--- src/rtl/core/trct_ram.sv ---
`default_nettype none

module trct_ram #(
    parameter int WIDTH = 8,
    parameter int DEPTH = 16,
    localparam int AW = (DEPTH > 1) ? $clog2(DEPTH) : 1
) (
    input  wire logic             i_clk,
    input  wire logic             i_we,
    input  wire logic [AW-1:0]    i_waddr,
    input  wire logic [WIDTH-1:0] i_wdata,
    input  wire logic             i_re,
    input  wire logic [AW-1:0]    i_raddr,
    output logic      [WIDTH-1:0] o_rdata
);

    logic [WIDTH-1:0] r_mem [DEPTH];

    always_ff @(posedge i_clk) begin
        if (i_we) begin
            r_mem[i_waddr] <= i_wdata;
        end
        // Read data holds until the next read.
        if (i_re) begin
            o_rdata <= r_mem[i_raddr];
        end
    end

endmodule

`default_nettype wire

--- config.mk ---
export PLATFORM = sky130hd
export DESIGN_NAME = trct_ram
export DESIGN_NICKNAME = d
export VERILOG_FILES = /design/src/rtl/core/trct_ram.sv
export SDC_FILE = /design/constraint.sdc
export NUM_CORES = 1
export LEC_CHECK = 0
export ABC_AREA = 1
export BUFFER_PORTS_ARGS = -buffer_cell sky130_fd_sc_hd__buf_2
export CORE_ASPECT_RATIO = 1.2
export CORE_MARGIN = 5
export CORE_UTILIZATION = 42
export CTS_CLUSTER_SIZE = 40
export DETAILED_ROUTE_END_ITERATION = 8
export PLACE_DENSITY_LB_ADDON = 0.3
export SLEW_MARGIN = 40
export SYNTH_ARGS = -nofsm -noshare
export SYNTH_HDL_FRONTEND = slang
export SYNTH_SLANG_ARGS = --single-unit
--- constraint.sdc ---
create_clock -name i_clk -period 2.2 [get_ports i_clk]
set_input_delay 0.11 -clock i_clk [delete_from_list [all_inputs] [get_ports i_clk]]
set_output_delay 0.11 -clock i_clk [all_outputs]
set_load 0.05 [all_outputs]
Yosys cells after proc, flatten, opt, wreduce, memory -nomap -nowiden

Memory sizes are Yosys's and may differ from the RTL's. A register that Yosys moved wholly into a read port is not among the register bits.
Index checks and enable logic that the tools add are counted.

Multiplexer cells: 2

Operators with widths:

| operator | count |
|---|---|
| $mux 1   | 2 |

Register bits: 0
RAM bits: 128
Bits of input ports: 19
Word-level logic and storage cells: 3
Memories: 1

Memory list:

| memory | words | bits a word | read ports | clocked after Yosys merged registers in | write ports | line | text |
|---|---|---|---|---|---|---|---|
| r_mem  | 16    | 8           | 1          | 1                                       | 1           | 17   | `logic [WIDTH-1:0] r_mem [DEPTH];` |

Longest topological paths before layout

Word-level depth: 2
Depth in mapped cells: 8
Gate-level depth less buffers: 7

Least setup slack after synthesis

Ideal clock, no wire load.

Path kind: input -> register
From: input port i_waddr[2]
To: memory r_mem[10][0] (enable)
Setup time: 0.370 ns
Arrival time: 0.691 ns
Slack: 1.139 ns
Stages: 2
Path buffers: 0
Path through: nand3b_1 nor2_1

RTL lines:

| what               | line | text |
|---|---|---|
| start: declaration | 10   | `input wire logic [AW-1:0] i_waddr,` |
| end: declaration   | 17   |  |

Straight into the memory's write port.

Worst setup path in the final report

From: register o_rdata[3], read port of r_mem
To: output port o_rdata[3]

RTL lines:

| what               | line | text |
|---|---|---|
| start: declaration | 14   | `output logic [WIDTH-1:0] o_rdata` |

No word-level cell between the ends.

==> out/results.txt <==
Status - completed
Area delta synth->final - 14.3%
Synthesized instance count - 551
Met1 WL - 5.38 mm
Post-synthesis register bit count - 136
CP startpoint kind - register
Gate power share - 6.1%
Initial Utilization - 42.5%
CTS hold repair buffers - 0
RePlAce Congestion - 0.813
Finished Core Util - 48.6%
Setup CP Type - reg2out
Switch share - 21.4%
CTS tree - yes
Total Nets Final - 596
P_sw - 1.33 mW
Hold Violations, Final - 0
FF-to-FF setup slack - 1030 ps
Top sig layer - met4
Mux share of post-synthesis cell area - 0%
Global-route wire length before repair - 20.8 mm
IO Pins - 27
Initial DRC count - 370
Skew-Pair Late Insertion Delay - 420 ps
Tightest Pin Transition - 827 ps
Post-Synth Adder-Cell Area - 0%
CTS root buffer - clkbuf_16
Crit path arrival time - 1070 ps
Post-CTS sizing - 0
Critical path capture point type - output pin
Data required, critical path - 2090 ps
Largest delay contributor family on the critical path - flip-flops
Longest Clk Path Bufs - 2
Via count - 3768
Worst min-delay path class - in2reg
Gr ovfl total - 0
CTS Buf Count - 17
Post-CTS Setup Inserts - 0
Number of remaining DRC errors - 0
Critical-path top delay cell - edfxtp_1
Period utilisation layout - 53.8%
Post-synthesis compound-gate area fraction - 0%
Fmax - 844 MHz
Post-synthesis simple-gate area fraction - 20.8%
Chip Width - 118 um
P_leak - 2.85 nW
Clock Skews - 14.2 ps
Die footprint - 0.0164 mm2
Pin count of the biggest net entering global routing - 65
Max FO, Critical Path - 1
Tot GR Track Use - 16.7%
Mean Syn Cell Area - 10.6 um2
IO Port Bufs - 26
Largest family of logic cells by synthesized area - simple AND/OR/NAND/NOR gates
XOR/XNOR share of the synthesized area - 0%
Vias per cell - 4.96
Setup_tns - 0 ps
Most common cell after layout, fill and taps aside - nand2_1
DP Worst Slack - 612 ps
Clk network pwr share - 46.7%
DP Wirelength - 8.22 mm
Total of max-cap violations - 0
Sequential power share - 47.2%
Pwr dens - 931 mW/mm2
WL met3 - 530 um
Initial antenna violation count - 0
Site Rows - 47
Detailed Routing Iterations Pass 1 - 5
Tot Pwr - 6.23 mW
Crit path largest cell delay - 380 ps
Cell-internal power - 4.90 mW
Setup ws final - 1020 ps
Most frequent cells in the layout - nand2_1 (173), edfxtp_1 (136), inv_1 (100)
Wire length on met2 - 6.97 mm
CTS H-tree depth - 4
Slew margin rel. - 44.7%
Die Ht - 139 um
Synthesis Warnings - 0
Post-synth net total - 570
Peak supply drop - 0.458 mV
Clk slew on worst S/H paths - 60 ps
Sink Count - 136
Final Slew Violations - 0
Yosys cell types - 11
Final setup vio count - 0
Number of global-route vias before repair - 3785
Core box area - 0.0138 mm2
Residual antenna-violating net count after detailed routing - 0
CP bufs+invs - 1
Detailed-route wire length - 13.2 mm
Minimum clock period after layout - 1180 ps
Layout cell share with drive strength beyond 1 - 10.5%
RSZ-0062 raised after global routing - false
Routed len/inst - 17.4 um
Final hold slack - 43.2 ps
# diodes - 0
Worst-path cell chain - buf_2
Mapped Area - 0.00585 mm2
Register area share after synthesis - 69.8%
[registers in the layout, indices dropped and copies added, names as in the netlist]
name	cells
r_mem	128
o_rdata	8
[through the flow]
stage,cells,instance area (um2)
after floorplan,551,5850
after global placement,729,6070
after detailed placement,729,6070
after CTS,759,6680
after global routing,759,6690
final,759,6690
[cell families (layout without fill, tap and decap cells)]
logic type	after synthesis	after routing
and+or+nand+nor	289	289
DFF	136	136
buffers and inverters	126	163
[final timing paths]
| kind | from | end | cells past startpoint |
|---|---|---|---|
| setup / recovery | o_rdata[3]$_DFFE_PP_ | o_rdata[3] | 1 |
| hold / removal | i_re | o_rdata[0]$_DFFE_PP_ | 1 |
| setup reg to reg | r_mem[9][2]$_DFFE_PP_ | o_rdata[2]$_DFFE_PP_ | 6 |
| hold reg to reg | r_mem[15][0]$_DFFE_PP_ | o_rdata[0]$_DFFE_PP_ | 6 |
[power by group through the flow]
stage / clock network (mW) / registers (mW) / logic, mW
2_1_floorplan: 0 / 3.03 / 0.205
3_5_place_dp: 0 / 2.99 / 0.383
6_report: 2.91 / 2.94 / 0.383
5_1_grt: 3.05 / 2.94 / 0.422
4_1_cts: 2.93 / 2.94 / 0.386
3_3_place_gp: 0 / 2.99 / 0.382
[per-layer routing]
layer | up-vias | track usage (%)
met2 | 117 | 29.0
li1 | 1831 | -
met5 | - | 0
met1 | 1796 | 20.3
met4 | 0 | 6.40
met3 | 24 | 3.65
[area by class of cell]
cell class              count  area, um2
clock buffers              18        429
clock inverters            12        179
fillers                  1244       7080
inverters                 102        383
multi-input cells         289       1220
flip-flops and latches    136       4080
well taps                 171        214
repair buffers             31        180
[Yosys cell counts]
master / count / area (um2)
nand3b_1: 2 / 15.0
buf_4: 4 / 30.0
nand2_1: 173 / 649
nand3_1: 97 / 485
inv_2: 2 / 7.51
buf_2: 13 / 65.1
edfxtp_1: 136 / 4080
nor2_1: 17 / 63.8
buf_6: 6 / 67.6
inv_1: 100 / 375
buf_1: 1 / 3.75
No activity file was read; power rests on OpenSTA's default activity.
